**src/track_cluster_match_score_core_defines.svh**
```systemverilog
`ifndef TRACK_CLUSTER_MATCH_SCORE_CORE_DEFINES_SVH
`define TRACK_CLUSTER_MATCH_SCORE_CORE_DEFINES_SVH

// same-cycle implication, checked while out of reset
`define TCMS_ASSERT_IMPL(label, ante, cons, msg) \
	label: assert property (@(posedge clk) disable iff (!arst_n) (ante) |-> (cons)) \
		else $error(msg);

// next-cycle implication, checked while out of reset
`define TCMS_ASSERT_NEXT(label, ante, cons, msg) \
	label: assert property (@(posedge clk) disable iff (!arst_n) (ante) |=> (cons)) \
		else $error(msg);

`endif

```
**src/tcms_pkg.sv**
```systemverilog
package tcms_pkg;

	localparam int POS_W  = 16;
	localparam int AREA_W = 20;
	localparam int ANG_W  = 16;
	localparam int FAC_W  = 16;
	localparam int DIST_W = 16;

	localparam int DIFF_W = POS_W + 1;
	localparam int PROD_W = 2 * DIFF_W;
	localparam int LEN_W  = 2 * POS_W + 1;
	localparam int X_W    = 2 * DIFF_W;
	localparam int HALF_W = X_W / 2;
	localparam int ROOT_W = 70;
	localparam int REM_W  = AREA_W + FAC_W + 1;

	localparam int GEO_LAT  = 5;
	localparam int ROOT_LAT = DIST_W;
	localparam int DIV_LAT  = FAC_W;
	localparam int AREA_LAT = DIV_LAT + 1;
	localparam int ANG_LAT  = 3;
	localparam int CORE_LAT = GEO_LAT + ROOT_LAT;

	localparam logic [FAC_W-1:0] ONE_Q15 = 16'h8000;

	localparam int TURN_W = ANG_W + 2;
	localparam logic signed [TURN_W-1:0] FULL_TURN = 18'sd46080;
	localparam logic signed [TURN_W-1:0] HALF_TURN = 18'sd23040;

	// floor(x / 90) as (x * RECIP_90) >> RECIP_SH, exact for x below 1636800
	localparam int GF_W = 21;
	localparam logic [GF_W-1:0] RECIP_90 = 21'd1491309;
	localparam int RECIP_SH = 27;

	typedef struct packed {
		logic [ROOT_W-1:0] target;
		logic [LEN_W-1:0]  len2;
	} root_req_t;

endpackage

```
**src/tcms_area.sv**
```systemverilog
module tcms_area (
	input  logic                         clk,
	input  logic                         en,
	input  logic [tcms_pkg::AREA_W-1:0]  cluster_area,
	input  logic [tcms_pkg::AREA_W-1:0]  track_mean_area,
	output logic [tcms_pkg::AREA_W-1:0]  area_dif,
	output logic [tcms_pkg::FAC_W-1:0]   area_factor
);
	import tcms_pkg::*;

	logic [AREA_W-1:0] adif_c, base_c;
	logic [AREA_W-1:0] adif_s1;
	logic [REM_W-1:0]  rem_s1;
	logic [AREA_W:0]   den_s1;
	logic              zero_s1, sat_s1;

	logic [REM_W-1:0]  rem_s  [DIV_LAT];
	logic [FAC_W-1:0]  quo_s  [DIV_LAT];
	logic [AREA_W:0]   den_s  [DIV_LAT];
	logic [AREA_W-1:0] adif_s [DIV_LAT];
	logic              zero_s [DIV_LAT];
	logic              sat_s  [DIV_LAT];

	logic [REM_W-1:0]  rem_in [DIV_LAT];
	logic [FAC_W-1:0]  quo_in [DIV_LAT];
	logic [AREA_W:0]   den_in [DIV_LAT];
	logic [AREA_W-1:0] adif_in [DIV_LAT];
	logic              zero_in [DIV_LAT];
	logic              sat_in [DIV_LAT];
	logic [REM_W-1:0]  sub_c  [DIV_LAT];

	always_comb begin
		adif_c = (cluster_area > track_mean_area) ? cluster_area - track_mean_area :
			track_mean_area - cluster_area;
		base_c = (track_mean_area != '0) ? track_mean_area : cluster_area;
	end

	// numerator carries the rounding half: ((a - dif) * 2^16 + a) / (2a)
	always_ff @(posedge clk) begin
		if (en) begin
			adif_s1 <= adif_c;
			zero_s1 <= (base_c == '0);
			sat_s1  <= (adif_c >= base_c);
			den_s1  <= {base_c, 1'b0};
			if (adif_c < base_c) begin
				rem_s1 <= (REM_W'(base_c - adif_c) << FAC_W) + REM_W'(base_c);
			end else begin
				rem_s1 <= '0;
			end
		end
	end

	always_comb begin
		for (int g = 0; g < DIV_LAT; g++) begin
			if (g == 0) begin
				rem_in[g]  = rem_s1;
				quo_in[g]  = '0;
				den_in[g]  = den_s1;
				adif_in[g] = adif_s1;
				zero_in[g] = zero_s1;
				sat_in[g]  = sat_s1;
			end else begin
				rem_in[g]  = rem_s[g-1];
				quo_in[g]  = quo_s[g-1];
				den_in[g]  = den_s[g-1];
				adif_in[g] = adif_s[g-1];
				zero_in[g] = zero_s[g-1];
				sat_in[g]  = sat_s[g-1];
			end
			sub_c[g] = REM_W'(den_in[g]) << (DIV_LAT - 1 - g);
		end
	end

	always_ff @(posedge clk) begin
		if (en) begin
			for (int g = 0; g < DIV_LAT; g++) begin
				if (rem_in[g] >= sub_c[g]) begin
					rem_s[g] <= rem_in[g] - sub_c[g];
					quo_s[g] <= quo_in[g] | (FAC_W'(1) << (DIV_LAT - 1 - g));
				end else begin
					rem_s[g] <= rem_in[g];
					quo_s[g] <= quo_in[g];
				end
				den_s[g]  <= den_in[g];
				adif_s[g] <= adif_in[g];
				zero_s[g] <= zero_in[g];
				sat_s[g]  <= sat_in[g];
			end
		end
	end

	always_comb begin
		area_dif = adif_s[DIV_LAT-1];
		if (zero_s[DIV_LAT-1]) begin
			area_factor = ONE_Q15;
		end else if (sat_s[DIV_LAT-1]) begin
			area_factor = '0;
		end else begin
			area_factor = quo_s[DIV_LAT-1];
		end
	end

endmodule

```
**config.mk**
```make
export PLATFORM = sky130hd
export DESIGN_NAME = tcms_area
export DESIGN_NICKNAME = d
export VERILOG_FILES = /design/src/track_cluster_match_score_core_defines.svh /design/src/tcms_pkg.sv /design/src/tcms_area.sv
export SDC_FILE = /design/constraint.sdc
export NUM_CORES = 2
export LEC_CHECK = 0
export ABC_CLOCK_PERIOD_IN_PS = 7200
export BUFFER_PORTS_ARGS = -buffer_cell sky130_fd_sc_hd__buf_2
export CELL_PAD_IN_SITES_DETAIL_PLACEMENT = 0
export CELL_PAD_IN_SITES_GLOBAL_PLACEMENT = 2
export CORE_MARGIN = 4
export CORE_UTILIZATION = 45
export DETAILED_ROUTE_END_ITERATION = 10
export PLACE_DENSITY_LB_ADDON = 0.25
export SLEW_MARGIN = 20
export SYNTH_ARGS = -nofsm -noshare
export SYNTH_HDL_FRONTEND = slang
export SYNTH_SLANG_ARGS = --single-unit
```
**constraint.sdc**
```tcl
create_clock -name clk -period 7.2 [get_ports clk]
set_input_delay 0.36 -clock clk [delete_from_list [all_inputs] [get_ports clk]]
set_output_delay 0.36 -clock clk [all_outputs]
set_load 0.02 [all_outputs]
```
==> results.json <==
{
  "reg2regPathDepth": 11,
  "syn_to_final_growth_pct": 11.9,
  "register_area_um2": 42700,
  "finalSetupViolations": 0,
  "final_core_utilization_pct": 50.6,
  "synth-compound-area-share_pct": 10.5,
  "finalClockSkew_ns": 0.0457,
  "cap_viol_max_count": 0,
  "cts_hold_buffers": 5,
  "netlist_instances": 5484,
  "grt_setup_unrepaired": "false",
  "worst-endpoint-required_ns": 7.85,
  "postSynth.topFlopCell": "edfxtp_1",
  "synth_simple_gate_area_share_pct": 10.2,
  "multiInputGateArea_um2": 23700,
  "worstHoldPathType": "in -> reg",
  "initial_utilization_pct": 45.2,
  "post_synth_instance_area_um2": 68700,
  "die-height_um": 399,
  "critical_path_arrival_ns": 7.01,
  "detail_route.wl_per_cell_um": 19.3,
  "final_common_cell": "edfxtp_1",
  "rows": 143,
  "grt-ovfl-total": 0,
  "via_count": 41100,
  "most-common-layout-cells": "edfxtp_1, inv_1, ha_1",
  "drc": 0,
  "synth-seq-cells": 1422,
  "die_width_um": 399,
  "yosys-mux-area-fraction_pct": 1.24,
  "yosysTopAreaCellShare_pct": 62.1,
  "detail_route.first_pass.iterations": 6,
  "p_leak_uw": 0.0293,
  "part_of_the_cycle_the_worst_path_needs_pct": 88.3,
  "cp_max_fo": 29,
  "path_cells": "dlygate4sd3_1 -> buf_2 -> ha_1 -> nand4_1 -> a21oi_1 -> o21bai_1 -> a31oi_1 -> o221a_2 -> mux2i_1 -> o21a_1 -> xnor2_1 -> ha_1 -> a21oi_1 -> o211ai_1 -> a31oi_1 -> o31ai_1 -> a41oi_1 -> xor2_1 -> nor4_1 -> nand3_1 -> o32a_1 -> nor2_1",
  "cts.path.max_buffers": 3,
  "startpoint_type": "input port",
  "power_per_cell_area_nw_per_um2": 381,
  "sort_of_element_at_the_end_of_the_critical_path": "flip-flop",
  "vdd_drop_max_mv": 0.258,
  "synthArstFlopShare_pct": 0,
  "hpwlAfterDp_mm": 113,
  "run_status": "complete, no violations",
  "timing.critical_path.slowest_cell_delay_ns": 0.69,
  "post_synth_fa_ha_maj_area_fraction_pct": 7.55,
  "synth.avg_cell_area_um2": 12.5,
  "postCtsResizedCells": 0,
  "syn_nets": 5929,
  "synthDominantAreaCellType": "edfxtp_1",
  "cts_made_buffers": 153,
  "top_level_ports": 78,
  "synth_xor_area_share_pct": 5.06,
  "grt.total_usage_pct": 18.9,
  "numPortBuffers": 77,
  "clkLatencyLatePin_ns": 0.79,
  "ant_nets": 0,
  "synth_top_family_by_area": "compound AO/OA/AOI/OAI gates",
  "sequential_element_share_of_the_synthesized_area_pct": 62.1,
  "number_of_different_library_cells_in_the_post_synthesis_netlist": 78,
  "report.final.hold_viol_count": 0,
  "cp.depth": 22,
  "cts-root-buf": "clkbuf_16",
  "maximum_number_of_pins_on_one_net_before_global_route_repair": 195,
  "number_of_buffers_added_for_setup_after_cts": 0,
  "clock_tree.htree_level_count": 4,
  "globalplace.congestion": 0.886,
  "count_of_clock_tree_sinks": 1422,
  "core_area_um2": 152000,
  "critical_path.n_buffers_inverters": 2,
  "slew_headroom_pct": 28.6,
  "clkTransAtPathRegs_ns": 0.07,
  "final.setup.tns_ns": 0,
  "worst_path_dominant_cell_family": "compound AO/OA/AOI/OAI gates",
  "global_route_wire_length_before_repair_mm": 233,
  "crit_path_category": "in -> reg",
  "timing_worst_slew_pin_value_ns": 1.06,
  "drt-initial-drc-count": 2360,
  "timing.final.ws_setup_ns": 0.844,
  "dp_worst_setup_slack_ns": 0.733,
  "share_of_final_layout_standard_cells_stronger_than_drive_strength_1_pct": 7.94,
  "diodes": 0,
  "final.min_clock_period_ns": 6.36,
  "avgViaCountPerCell": 5.27,
  "min_path_cells": 1,
  "finalNetCount": 6085,
  "clock.fmax_mhz": 157,
  "slew_viol_final": 0,
  "nFillCells": 13200,
  "cp_slowest_cell": "o221a_2",
  "route.final.wire_length_mm": 150,
  "first_global_vias": 40900,
  "number_of_enable_type_register_cells_in_the_synthesized_netlist": 1422,
  "post_synth_main_area_contributors": "edfxtp_1, ha_1, xnor2_1",
  "tritoncts": "done",
  "synthesis.yosys.warnings": 0,
  "fp.dieArea_um2": 159000,
  "grt_antenna_before_repair": 3
}
[final timing paths]
check	slack, ns	startpoint	end
worst max-delay path	0.84	track_mean_area[4]	rem_s1[36]
worst min-delay path	0.06	en	rem_s[0][104]
worst max register to register	2.61	rem_s[1][46]	rem_s[1][110]
worst min register to register	0.39	adif_s[1][9]	adif_s[1][29]
[through the flow]
stage                     cell area [um^2]  cells  hold WS (ns)  power [uW]
after floorplan                      68700   5484         0.400       19000
after detailed placement             71600   7510         0.405       21500
after global placement               71600   7510         0.400       21500
after global routing                 76900   7796        0.0365       31200
after CTS                            76900   7796       0.00479       29700
final                                76900   7796        0.0560       29300
[per-layer routing]
layer / vias up / track usage (%) / share of wire, %
li1: 20500 / - / -
met1: 19900 / 23.3 / 43
met2: 536 / 34.2 / 52
met3: 227 / 2.60 / 2.8
met4: 0 / 5.90 / 2.7
met5: - / 0 / 0
[cells in the mapped netlist (all sizes together) (20+ instances only)]
library cell,count
mux2,65
or2,25
a31oi,40
o21ai,320
inv,499
ha,384
edfxtp,1422
nor4,71
nand4,70
or4,21
nand3,76
nor2b,59
and2,35
nand2,377
xnor2,217
a21o,154
nor4b,20
clkbuf,109
a21boi,21
or3,27
nor3,116
xor2,179
a21oi,346
a211oi,40
o21bai,47
o21a,43
nand2b,82
and3,26
nor2,341
[area by class of cell]
| cell class | count | share of cell area (%) |
|---|---|---|
| flip-flops and latches | 1422 | 55.5 |
| multi-input cells | 3444 | 30.9 |
| clock buffers | 177 | 5.10 |
| well taps | 2030 | 3.30 |
| inverters | 499 | 2.44 |
| clock inverters | 104 | 1.73 |
| repair buffers | 120 | 1.01 |
[sequential cells by signal, summed over array words and instances, names as in the netlist, 20 cells and up]
name     flops
den_s      300
rem_s1      37
adif_s     320
den_s1      20
rem_s      555
quo_s      136
adif_s1     20
[cells by family (layout without fill, tap and decap cells)]
kind of cell | count (synthesis) | count (layout)
adder cells (fa/ha/maj) | 403 | 403
AND/OR/NAND/NOR | 1406 | 1406
AO/OA/AOI/OAI | 1162 | 1162
XOR/XNOR | 396 | 396
buffers and inverters | 618 | 900
multiplexers | 77 | 77
flip-flops | 1422 | 1422
[report_power, final]
part / internal, uW / total [uW] / switching [uW]
logic: 3910 / 9060 / 5150
registers: 11300 / 12300 / 998
clock network: 4630 / 7990 / 3350
total: 19800 / 29300 / 9500
(Power assumes the default switching activity.)
