### config.mk
export PLATFORM = sky130hd
export DESIGN_NAME = tcms_angle
export DESIGN_NICKNAME = d
export VERILOG_FILES = /design/src/track_cluster_match_score_core_defines.svh /design/src/tcms_pkg.sv /design/src/tcms_angle.sv
export SDC_FILE = /design/constraint.sdc
export NUM_CORES = 1
export LEC_CHECK = 0
export BUFFER_PORTS_ARGS = -buffer_cell sky130_fd_sc_hd__buf_2
export CAP_MARGIN = 10
export CORE_MARGIN = 4
export CORE_UTILIZATION = 30
export CTS_CLUSTER_DIAMETER = 50
export DETAILED_ROUTE_END_ITERATION = 12
export PLACE_DENSITY = 0.41
export REMOVE_ABC_BUFFERS = 1
export SYNTH_ARGS = -nofsm -noshare
export SYNTH_HDL_FRONTEND = slang
export SYNTH_SLANG_ARGS = --single-unit
### constraint.sdc
create_clock -name clk -period 6.87 [get_ports clk]
set_input_delay 0.687 -clock clk [delete_from_list [all_inputs] [get_ports clk]]
set_output_delay 0.687 -clock clk [all_outputs]
set_load 0.03 [all_outputs]
### src/track_cluster_match_score_core_defines.svh
`ifndef TRACK_CLUSTER_MATCH_SCORE_CORE_DEFINES_SVH
`define TRACK_CLUSTER_MATCH_SCORE_CORE_DEFINES_SVH

// same-cycle implication, checked while out of reset
`define TCMS_ASSERT_IMPL(label, ante, cons, msg) \
	label: assert property (@(posedge clk) disable iff (!arst_n) (ante) |-> (cons)) \
		else $error(msg);

// next-cycle implication, checked while out of reset
`define TCMS_ASSERT_NEXT(label, ante, cons, msg) \
	label: assert property (@(posedge clk) disable iff (!arst_n) (ante) |=> (cons)) \
		else $error(msg);

`endif

### src/tcms_pkg.sv
package tcms_pkg;

	localparam int POS_W  = 16;
	localparam int AREA_W = 20;
	localparam int ANG_W  = 16;
	localparam int FAC_W  = 16;
	localparam int DIST_W = 16;

	localparam int DIFF_W = POS_W + 1;
	localparam int PROD_W = 2 * DIFF_W;
	localparam int LEN_W  = 2 * POS_W + 1;
	localparam int X_W    = 2 * DIFF_W;
	localparam int HALF_W = X_W / 2;
	localparam int ROOT_W = 70;
	localparam int REM_W  = AREA_W + FAC_W + 1;

	localparam int GEO_LAT  = 5;
	localparam int ROOT_LAT = DIST_W;
	localparam int DIV_LAT  = FAC_W;
	localparam int AREA_LAT = DIV_LAT + 1;
	localparam int ANG_LAT  = 3;
	localparam int CORE_LAT = GEO_LAT + ROOT_LAT;

	localparam logic [FAC_W-1:0] ONE_Q15 = 16'h8000;

	localparam int TURN_W = ANG_W + 2;
	localparam logic signed [TURN_W-1:0] FULL_TURN = 18'sd46080;
	localparam logic signed [TURN_W-1:0] HALF_TURN = 18'sd23040;

	// floor(x / 90) as (x * RECIP_90) >> RECIP_SH, exact for x below 1636800
	localparam int GF_W = 21;
	localparam logic [GF_W-1:0] RECIP_90 = 21'd1491309;
	localparam int RECIP_SH = 27;

	typedef struct packed {
		logic [ROOT_W-1:0] target;
		logic [LEN_W-1:0]  len2;
	} root_req_t;

endpackage

### src/tcms_angle.sv
module tcms_angle (
	input  logic                                clk,
	input  logic                                en,
	input  logic [tcms_pkg::ANG_W-1:0]          cluster_angle,
	input  logic [tcms_pkg::ANG_W-1:0]          track_angle,
	output logic signed [tcms_pkg::ANG_W-1:0]   angle_dif,
	output logic [tcms_pkg::FAC_W-1:0]          angle_factor
);
	import tcms_pkg::*;

	localparam int MAG_SH = 6;
	localparam logic [GF_W-1:0] HALF_90 = 21'd45;

	logic signed [TURN_W-1:0] dif_s1, wrap_c, mag_c;
	logic signed [ANG_W-1:0]  dif_s2, dif_s3;
	logic [GF_W-1:0]          x_s2;
	logic [2*GF_W-1:0]        prod_s3;

	always_ff @(posedge clk) begin
		if (en) begin
			dif_s1 <= $signed({2'b00, cluster_angle}) - $signed({2'b00, track_angle});
		end
	end

	// one turn added or taken away is enough for any input pair
	always_comb begin
		if (dif_s1 < -HALF_TURN) begin
			wrap_c = dif_s1 + FULL_TURN;
		end else if (dif_s1 > HALF_TURN) begin
			wrap_c = dif_s1 - FULL_TURN;
		end else begin
			wrap_c = dif_s1;
		end
		mag_c = wrap_c[TURN_W-1] ? -wrap_c : wrap_c;
	end

	always_ff @(posedge clk) begin
		if (en) begin
			dif_s2 <= ANG_W'(wrap_c);
			x_s2   <= (GF_W'(mag_c) << MAG_SH) + HALF_90;
		end
	end

	always_ff @(posedge clk) begin
		if (en) begin
			prod_s3 <= x_s2 * RECIP_90;
			dif_s3  <= dif_s2;
		end
	end

	assign angle_dif    = dif_s3;
	assign angle_factor = ONE_Q15 - FAC_W'(prod_s3 >> RECIP_SH);

endmodule

==> metrics.yaml, run 1 <==
final_nets: 1287
critPathKind: "reg2reg"
synth_compound_area_share_pct: 7.18
cpMaxStageDelayCell: "fa_1"
synthFlopType: "edfxtp_1"
synth_warnings: 0
row_count: 64
hold-worst-slack_ns: 0.417
drive_above_1_share_pct: 11.6
first_pass_iters: 5
cts_root_buf: "clkbuf_16"
hold_viol: 0
crit_buf_inv: 2
min_period_ns: 6.51
grt_use_total_pct: 13.1
insertion_delay_ns: 0.35
dr_total_vias: 6071
max_cap_viol_count: 0
mostFrequentLayoutCell: "inv_1"
io_buffer_count: 65
place_inst: 1354
wl_met1_um: 10200
cp_max_fo: 5
rsz0062_at_grt: "no"
place_congestion: 0.822
cts_tree: "built"
antenna_left: 0
slew_violations: 0
start_kind: "flip-flop"
cts_buffer_depth: 2
routed_wl_um: 21600
clkTransAtPathRegs_ns: 0.07
n_fill_cell: 3135
die_area_um2: 34700
async_reset_ff_share_pct: 0
finalSetupViolations: 0
met2_length_um: 10600
ios: 66
grt_pass1_vias: 6402
arrival_ns: 6.60
diodes: 0
cts_num_sinks: 78
cp-end-kind: "flip-flop"
numCtsBuffers: 9
area.sequential_um2: 2340
route.detailed.drc: 0
path_cells: "ha_2, inv_1, fa_1, inv_1, fa_1, fa_1, fa_1, fa_1, ha_1, ha_1, a211oi_1, o21ai_1, nor4_1, nor3_1, o2111ai_1, a21oi_1, or2_2, a21o_1, xor2_1"
grt_start_max_net_pins: 70
setup-tns-final_ns: 0
synthXorXnorAreaFrac_pct: 6.41
final-instance-count-excl-fill: 1370
clock_skew_ns: 0.0114
syn_inst: 886
multi_input_area_um2: 6310
crit_path_frequent_cell: "fa_1"
synth_simple_gate_area_share_pct: 6.74
area_delta_synth_final_pct: 12.4
avgSynthCellArea_um2: 10.8
coreArea_um2: 31000
status: "complete, no violations"
grt_pass1_wl_um: 34900
tightest_slew_ns: 0.902
synth_edf_count: 78
layout_common_cells: "220 x inv_1, 177 x ha_1, 105 x fa_1"
die_h_um: 186
start_util_pct: 30.7
synth_top_family_by_area: "adder cells"
fmax_mhz: 154
max_stage_delay_ns: 0.52
hold_class: "reg2reg"
drtIter0Drc: 246
critical_path.top_delay_family: "adder cells"
grt_overflow_total: 0
ys_ff_latch: 78
viasPerCell: 4.43
dpl.hpwl_um: 18800
die_w_um: 186
wl_met3_um: 612
dr.max_layer_used: "met4"
crit_required_ns: 6.96
slew_headroom_pct: 39.9
antenna_found_initial: 0
htreeDepth: 3
muxShareOfSynthArea_pct: 0.315
period_share_pct: 94.7
synth_fa_ha_area_share_pct: 45.6
wl_per_cell_um: 15.8
syn-cell-area_um2: 9530
ys_types: 56
synth-seq-area-share_pct: 24.6
-- registers in the layout, summed over array words and instances (netlist names) --
| name | count |
|---|---|
| angle_dif | 16 |
| dif_s1 | 17 |
| dif_s2 | 16 |
| prod_s3 | 15 |
| x_s2 | 14 |
-- repair_timing --
action,in CTS,in global routing
gates resized for setup,0,2
buffers inserted,0,0
endpoints found under the setup margin,0,3
hold buffers,0,0
-- layout make-up --
cell class,count,share of cell area [%]
multi-input cells,580,59.0
repair buffers,78,3.97
flip-flops and latches,78,21.9
clock inverters,7,0.666
inverters,222,7.78
well taps,396,4.63
clock buffers,9,2.10
-- cell usage after synthesis (all sizes together), types with 2 or more instances --
cell | instances | area share [%]
a211oi | 6 | 0.47
a21boi | 3 | 0.28
a21o | 9 | 0.71
a21oi | 28 | 1.5
a31oi | 9 | 0.75
and2 | 9 | 0.59
and3 | 2 | 0.13
buf | 6 | 0.47
edfxtp | 78 | 25
fa | 105 | 22
ha | 179 | 24
inv | 222 | 8.7
mux2i | 3 | 0.32
nand2 | 21 | 0.83
nand2b | 5 | 0.33
nand3 | 10 | 0.58
nand4 | 6 | 0.46
nor2 | 33 | 1.3
nor2b | 4 | 0.26
nor3 | 14 | 0.79
nor4 | 6 | 0.55
o2111ai | 2 | 0.18
o211ai | 2 | 0.16
o21ai | 29 | 1.6
o22ai | 2 | 0.13
o31a | 3 | 0.28
o31ai | 3 | 0.24
or2 | 2 | 0.13
or3 | 4 | 0.26
or4 | 2 | 0.16
xnor2 | 37 | 3.6
xor2 | 31 | 2.8
-- metrics by stage --
step	setup slack [ns]	utilization, %	cell area [um^2]
detailed placement	0.350	33.6	10400
CTS	0.282	34.5	10700
finish	0.363	34.5	10700
global route	0.000106	34.5	10700
floorplan	0.850	-	9480
global placement	0.488	33.6	10400
-- layer usage --
layer	GRT usage, %	vias to the layer above
met5	0	-
met4	2.71	0
met3	1.56	16
met2	22.5	79
met1	17.8	2903
li1	-	3073
-- path summary, 6_finish.rpt --
path              startpoint      endpoint  slack (ns)  cells past startpoint
setup reg to reg     x_s2[9]   prod_s3[38]        0.36                     19
hold / removal     dif_s2[3]  angle_dif[3]        0.42                      0
setup / recovery     x_s2[9]   prod_s3[38]        0.36                     19
hold reg to reg    dif_s2[3]  angle_dif[3]        0.42                      0
-- kinds of logic (layout without fill, tap and decap cells) --
family | after synthesis | after routing
flip-flops | 78 | 78
XOR/XNOR | 68 | 68
buffers and inverters | 228 | 316
AO/OA/AOI/OAI | 105 | 105
multiplexers | 3 | 3
adder cells (fa/ha/maj) | 284 | 284
AND/OR/NAND/NOR | 120 | 120
Power of run 1 is not shown: default switching activity piles up to over one toggle a cycle in this logic, so the estimate is an artifact.
==> run 2, diff against run 1 <==
==> constraint.sdc (replaced) <==
create_clock -name clk -period 7.9 [get_ports clk]
set_input_delay 0.79 -clock clk [delete_from_list [all_inputs] [get_ports clk]]
set_output_delay 0.79 -clock clk [all_outputs]
set_load 0.03 [all_outputs]
==> run 2 against run 1 <==
Global-route usage shrank 0.15 points. Sequential share of layout area rose by 0.19 points. Clock skew fell by 0.0022 ns. Final area is 0.88% lower. Largest cell class unchanged. First-iteration DRC count fell by 8.5%. Final cell count decreased by 0.88%. Maximum frequency is 2.6% lower.
==> metrics.yaml, run 2 (synthesized netlist as in run 1, its figures left out) <==
dpl.hpwl_um: 18300  # -2.7%
met2_length_um: 10100  # -4.9%
fmax_mhz: 150  # -2.6%
clock_skew_ns: 0.00918  # -0.00223 ns
hold_buffers: 0  # unchanged
regToRegSetupSlack_ns: 1.22  # +0.86 ns
largest_reg_flops: 17  # unchanged
final_nets: 1275  # -0.93%
grt_pass1_vias: 6518  # +1.8%
crit_path_frequent_cell: "fa_1"
top_register: "dif_s1"
coreArea_um2: 31000  # unchanged
grt_overflow_total: 0  # unchanged
hold_viol: 0  # unchanged
mostFrequentLayoutCell: "inv_1"
ios: 66  # unchanged
area.sequential_um2: 2340  # unchanged
critical_path.top_delay_family: "adder cells"
grt_start_max_net_pins: 70  # unchanged
cpMaxStageDelayCell: "ha_1"
tightest_slew_ns: 0.874  # -0.0278 ns
status: "complete, no violations"
insertion_delay_ns: 0.34  # about the same
wl_met1_um: 10000  # -2.2%
first_pass_iters: 5  # unchanged
numCtsBuffers: 9  # unchanged
antenna_found_initial: 0  # unchanged
viasPerCell: 4.51  # +1.7%
max_cap_viol_count: 0  # unchanged
grt_use_total_pct: 12.9  # -0.15 points
routed_wl_um: 21100  # -2.5%
critPathKind: "reg2reg"
place_congestion: 0.831  # +1.1%
setup-tns-final_ns: 0  # unchanged
htreeDepth: 3  # unchanged
cts_buffer_depth: 2  # unchanged
crit_buf_inv: 2  # unchanged
diodes: 0  # unchanged
slew_headroom_pct: 41.7  # +1.9 points
area_delta_synth_final_pct: 11.4
dr.max_layer_used: "met4"
row_count: 64  # unchanged
finalSetupViolations: 0  # unchanged
cts_tree: "built"
cts_root_buf: "clkbuf_16"
crit_required_ns: 7.99  # +1.03 ns
multi_input_area_um2: 6310  # about the same
slew_violations: 0  # unchanged
cts-resized-gates: 0  # unchanged
drive_above_1_share_pct: 10.4  # -1.2 points
start_util_pct: 30.7  # unchanged
start_kind: "flip-flop"
cp_max_fo: 5  # unchanged
period_share_pct: 84.5  # -10 points
dr_total_vias: 6123  # +0.86%
layout_common_cells: "220 x inv_1, 179 x ha_1, 105 x fa_1"
n_fill_cell: 3162  # +0.86%
rsz0062_at_grt: "no"
hold_class: "reg2reg"
cts_setup_buffers: 0  # unchanged
cp-end-kind: "flip-flop"
die_w_um: 186  # unchanged
drtIter0Drc: 225  # -8.5%
wl_met3_um: 761  # +24%
die_area_um2: 34700  # unchanged
cts_num_sinks: 78  # unchanged
utilization_pct: 34.2  # -0.30 points
wl_per_cell_um: 15.5  # -1.6%
min_period_ns: 6.68  # +0.172 ns
path_cells: "ha_1, inv_1, fa_1, inv_1, fa_1, fa_1, fa_1, fa_1, ha_1, ha_1, a211oi_1, o21ai_1, nor4_1, nor3_1, o2111ai_1, a21oi_1, or2_2, a21o_1, xor2_1"
arrival_ns: 6.77  # +0.17 ns
io_buffer_count: 65  # unchanged
clkTransAtPathRegs_ns: 0.07  # about the same
die_h_um: 186  # unchanged
grt_pass1_wl_um: 34900  # about the same
max_stage_delay_ns: 0.52  # about the same
antenna_left: 0  # unchanged
route.detailed.drc: 0  # unchanged
==> run 2: cell count changes in the layout (fill, tap and decap cells not counted), sizes merged <==
cell	before	now
buf	78	66
==> run 2: area by class of cell <==
type                       count  share of cell area (%)
clock buffer                   9                    2.12
clock inverter                 7                   0.684
inverter                     222                    7.85
multi-input combinational    580                    59.4
sequential                    78                    22.1
tap                          396                    4.67
timing repair buffer          66                    3.16
==> run 2: worst paths after layout <==
kind,startpoint,endpoint,depth (start not counted)
worst max-delay path,x_s2[11],prod_s3[38],19
worst min-delay path,dif_s2[4],angle_dif[4],0
worst max register to register,x_s2[11],prod_s3[38],19
worst min register to register,dif_s2[4],angle_dif[4],0
==> run 2: worst register-to-register path: stages, from the launching register on <==
cell and delay [ns]:
edfxtp_1 0.49, ha_1 0.52, inv_1 0.21, fa_1 0.51
inv_1 0.09, fa_1 0.52, fa_1 0.52, fa_1 0.51
fa_1 0.50, ha_1 0.32, ha_1 0.32, a211oi_1 0.23
o21ai_1 0.17, nor4_1 0.32, nor3_1 0.14, o2111ai_1 0.26
a21oi_1 0.13, or2_2 0.33, a21o_1 0.19, xor2_1 0.14
==> run 2: metal layers <==
layer | track usage (%) | up-vias
li1 | - | 3051
met1 | 17.9 | 2952
met2 | 21.4 | 102
met3 | 2.22 | 18
met4 | 2.71 | 0
met5 | 0 | -
==> run 2: metrics by stage <==
stage / setup slack [ns] / hold slack (ns) / instance area [um^2] / instances
final: 1.22 / 0.421 / 10600 / 1358
after global routing: 0.840 / 0.420 / 10600 / 1358
after CTS: 1.18 / 0.416 / 10600 / 1358
after detailed placement: 1.23 / 0.406 / 10300 / 1342
after global placement: 1.21 / 0.403 / 10300 / 1342
after floorplan: 1.88 / 0.400 / 9480 / 880
Power of run 2 is left out for the same reason.
==> run 3, diff against run 2 <==
--- a/config.mk
+++ b/config.mk
@@ -5,6 +5,7 @@
 export SDC_FILE = /design/constraint.sdc
 export NUM_CORES = 1
 export LEC_CHECK = 0
+export ABC_AREA = 1
 export BUFFER_PORTS_ARGS = -buffer_cell sky130_fd_sc_hd__buf_2
 export CAP_MARGIN = 10
 export CORE_MARGIN = 4
==> constraint.sdc (replaced) <==
create_clock -name clk -period 6.92 [get_ports clk]
set_input_delay 0.692 -clock clk [delete_from_list [all_inputs] [get_ports clk]]
set_output_delay 0.692 -clock clk [all_outputs]
set_load 0.03 [all_outputs]
==> run 3 against run 2 <==
Synthesized cell count is 32% higher. Die area is 9.9% higher. Setup slack worse by 0.42 ns. Register-to-register slack worse by 0.42 ns. Final cell count is 26% higher. Via count is 23% higher. Sequential share of layout area is 2.1 points lower. Flip-flop and latch count stayed put. Core utilization is 0.36 points lower. Largest cell class unchanged.
==> metrics.yaml, run 3 <==
hold_viol: 0  # unchanged
grt_start_max_net_pins: 66  # -5.7%
grt_pass1_wl_um: 43500  # +24%
clkTransAtPathRegs_ns: 0.08  # about the same
area_delta_synth_final_pct: 11.2
synth_common_cells: "294 x inv_1, 179 x ha_1, 148 x nand2_1"
top_register: "dif_s1"
synth_fa_ha_area_share_pct: 41.3  # -4.3 points
row_count: 68  # +6.3%
status: "complete, no violations"
max_stage_delay_ns: 0.58  # +0.06 ns
cts_buffer_depth: 2  # unchanged
yosys.area.top_type: "edfxtp_1"
grt_use_total_pct: 14.6  # +1.7 points
dpl_worst_slack_ns: 0.786  # -0.440 ns
tightest_slew_ns: 0.867  # -0.00703 ns
die_h_um: 195  # +4.9%
async_reset_ff_share_pct: 0  # unchanged
slew_violations: 0  # unchanged
drtIter0Drc: 349  # +55%
grt_pass1_vias: 7972  # +22%
finalSetupViolations: 0  # unchanged
r2r_cells: 19  # unchanged
mostFrequentLayoutCell: "inv_1"
synthFlopType: "edfxtp_1"
syn-cell-area_um2: 10500  # +10%
antenna_found_initial: 0  # unchanged
synth_top_area_share_pct: 22.3  # -2.3 points
viasPerCell: 4.43  # -1.8%
hold_class: "reg2reg"
route.detailed.drc: 0  # unchanged
cts_root_buf: "clkbuf_16"
regToRegSetupSlack_ns: 0.81  # -0.42 ns
finalWorstSetupSlack_ns: 0.806  # -0.415 ns
placed_area_um2: 11400  # +11%
routed_wl_um: 27400  # +30%
n_fill_cell: 3674  # +16%
timing.rr.end: "prod_s3[41]"
whs_endpoint: "angle_dif[11]"
die_w_um: 195  # +4.9%
syn_inst: 1170  # +32%
setup-tns-final_ns: 0  # unchanged
cp_max_fo: 8  # +3
numCtsBuffers: 9  # unchanged
crit_buf_inv: 3  # +1
holdCritStartpoint: "dif_s2[11]"
synth_compound_area_share_pct: 6.73  # -0.45 points
cts-resized-gates: 0  # unchanged
crit_path_frequent_cell: "ha_1"
diodes: 0  # unchanged
path_cells: "ha_1, inv_1, ha_1, ha_1, nor2_1, fa_1, fa_1, inv_1, fa_1, fa_1, ha_1, ha_1, nand2_1, nor2_1, inv_1, nor3_1, nand4_1, nand3_1, xor2_1"
fmax_mhz: 164  # +9.2%
yosys-top-cells-area: "edfxtp_1 22%, ha_1 21%, fa_1 20%, inv_1 10%, nand2_1 5.3%"
finalInstanceArea_um2: 11700  # +10%
multi_input_area_um2: 7030  # +11%
cts_tree: "built"
cts_setup_buffers: 0  # unchanged
area.sequential_um2: 2340  # unchanged
rsz0062_at_grt: "no"
io_buffer_count: 65  # unchanged
cpMaxStageDelayCell: "edfxtp_1"
critical_path.top_delay_family: "adder cells"
place_inst: 1689  # +26%
place_congestion: 0.877  # +5.5%
slew_headroom_pct: 42.2  # +0.47 points
grt_overflow_total: 0  # unchanged
crit_required_ns: 7.02  # -0.97 ns
hold_buffers: 0  # unchanged
dpl.hpwl_um: 24300  # +32%
cp-end-kind: "flip-flop"
htreeDepth: 3  # unchanged
dr_total_vias: 7549  # +23%
drive_above_1_share_pct: 8.96  # -1.4 points
rr_startpoint: "x_s2[7]"
ys_types: 39  # -30%
synth_most_common_cell: "inv_1"
min_period_ns: 6.11  # -0.565 ns
avgSynthCellArea_um2: 8.99  # -16%
ys_ff_latch: 78  # unchanged
coreArea_um2: 34500  # +11%
start_kind: "flip-flop"
cts_num_sinks: 78  # unchanged
layout_common_cells: "294 x inv_1, 179 x ha_1, 148 x nand2_1"
max_cap_viol_count: 0  # unchanged
wl_per_cell_um: 16.1  # +3.4%
synthXorXnorAreaFrac_pct: 5.65  # -0.76 points
largest_reg_flops: 17  # unchanged
muxShareOfSynthArea_pct: 0  # -0.32 points
arrival_ns: 6.22  # -0.55 ns
final-instance-count-excl-fill: 1705  # +26%
synth_top_family_by_area: "adder cells"
period_share_pct: 88.4  # +3.8 points
synth_warnings: 0  # unchanged
critPathKind: "reg2reg"
synth_edf_count: 78  # unchanged
final_nets: 1563  # +23%
synth_simple_gate_area_share_pct: 13.2  # +6.4 points
insertion_delay_ns: 0.36  # +0.02 ns
antenna_left: 0  # unchanged
die_area_um2: 38100  # +9.9%
clock_skew_ns: 0.0114  # +0.00220 ns
first_pass_iters: 4  # -1
hold_depth: 0  # unchanged
ios: 66  # unchanged
synth-seq-area-share_pct: 22.3  # -2.3 points
start_util_pct: 30.5  # -0.29 points
-- run 3: cell count changes in the layout (fill, tap and decap cells not counted), moves of 8 or more --
cell / delta
xor2_1: +14
nand3_1: +26
nand2_1: +127
inv_1: +74
a21oi_1: +33
nor2_1: +46
nor3_1: +8
and2_1: -9
xnor2_1: -14
-- run 3: logic make-up (layout without fill, tap and decap cells) --
group                    Yosys count  count (layout)
adder cells (fa/ha/maj)          284             284
XOR/XNOR                          67              67
flip-flops                        78              78
AND/OR/NAND/NOR                  313             313
AO/OA/AOI/OAI                    126             126
buffers and inverters            302             382
-- run 3: layout make-up --
type                            count  area share (%)
Clock inverter                      7           0.609
Timing Repair Buffer               67            2.93
Tap cell                          455            4.86
Inverter                          299            9.61
Multi-Input combinational cell    790            60.0
Clock buffer                        9            1.92
Sequential cell                    78            20.0
-- run 3: how the worst max path moves through the flow --
stage               startpoint           to  cells after the start
floorplan              x_s2[7]  prod_s3[37]                     20
global placement       x_s2[7]  prod_s3[41]                     19
detailed placement     x_s2[7]  prod_s3[41]                     19
CTS                    x_s2[7]  prod_s3[41]                     19
global route           x_s2[7]  prod_s3[34]                     20
finish                 x_s2[7]  prod_s3[41]                     19
-- run 3: routing by layer --
metal	share of wire (%)	track usage, %
met5	0	0
met4	1.8	3.41
met3	3.7	2.55
met2	51	26.5
met1	44	18.1
-- run 3: per-stage QoR --
step,utilization [%],hold slack [ns]
after CTS,33.9,0.417
after floorplan,-,0.400
final,33.9,0.415
after global placement,33.0,0.402
after detailed placement,33.0,0.405
after global routing,33.9,0.422
Power of run 3 is left out for the same reason.
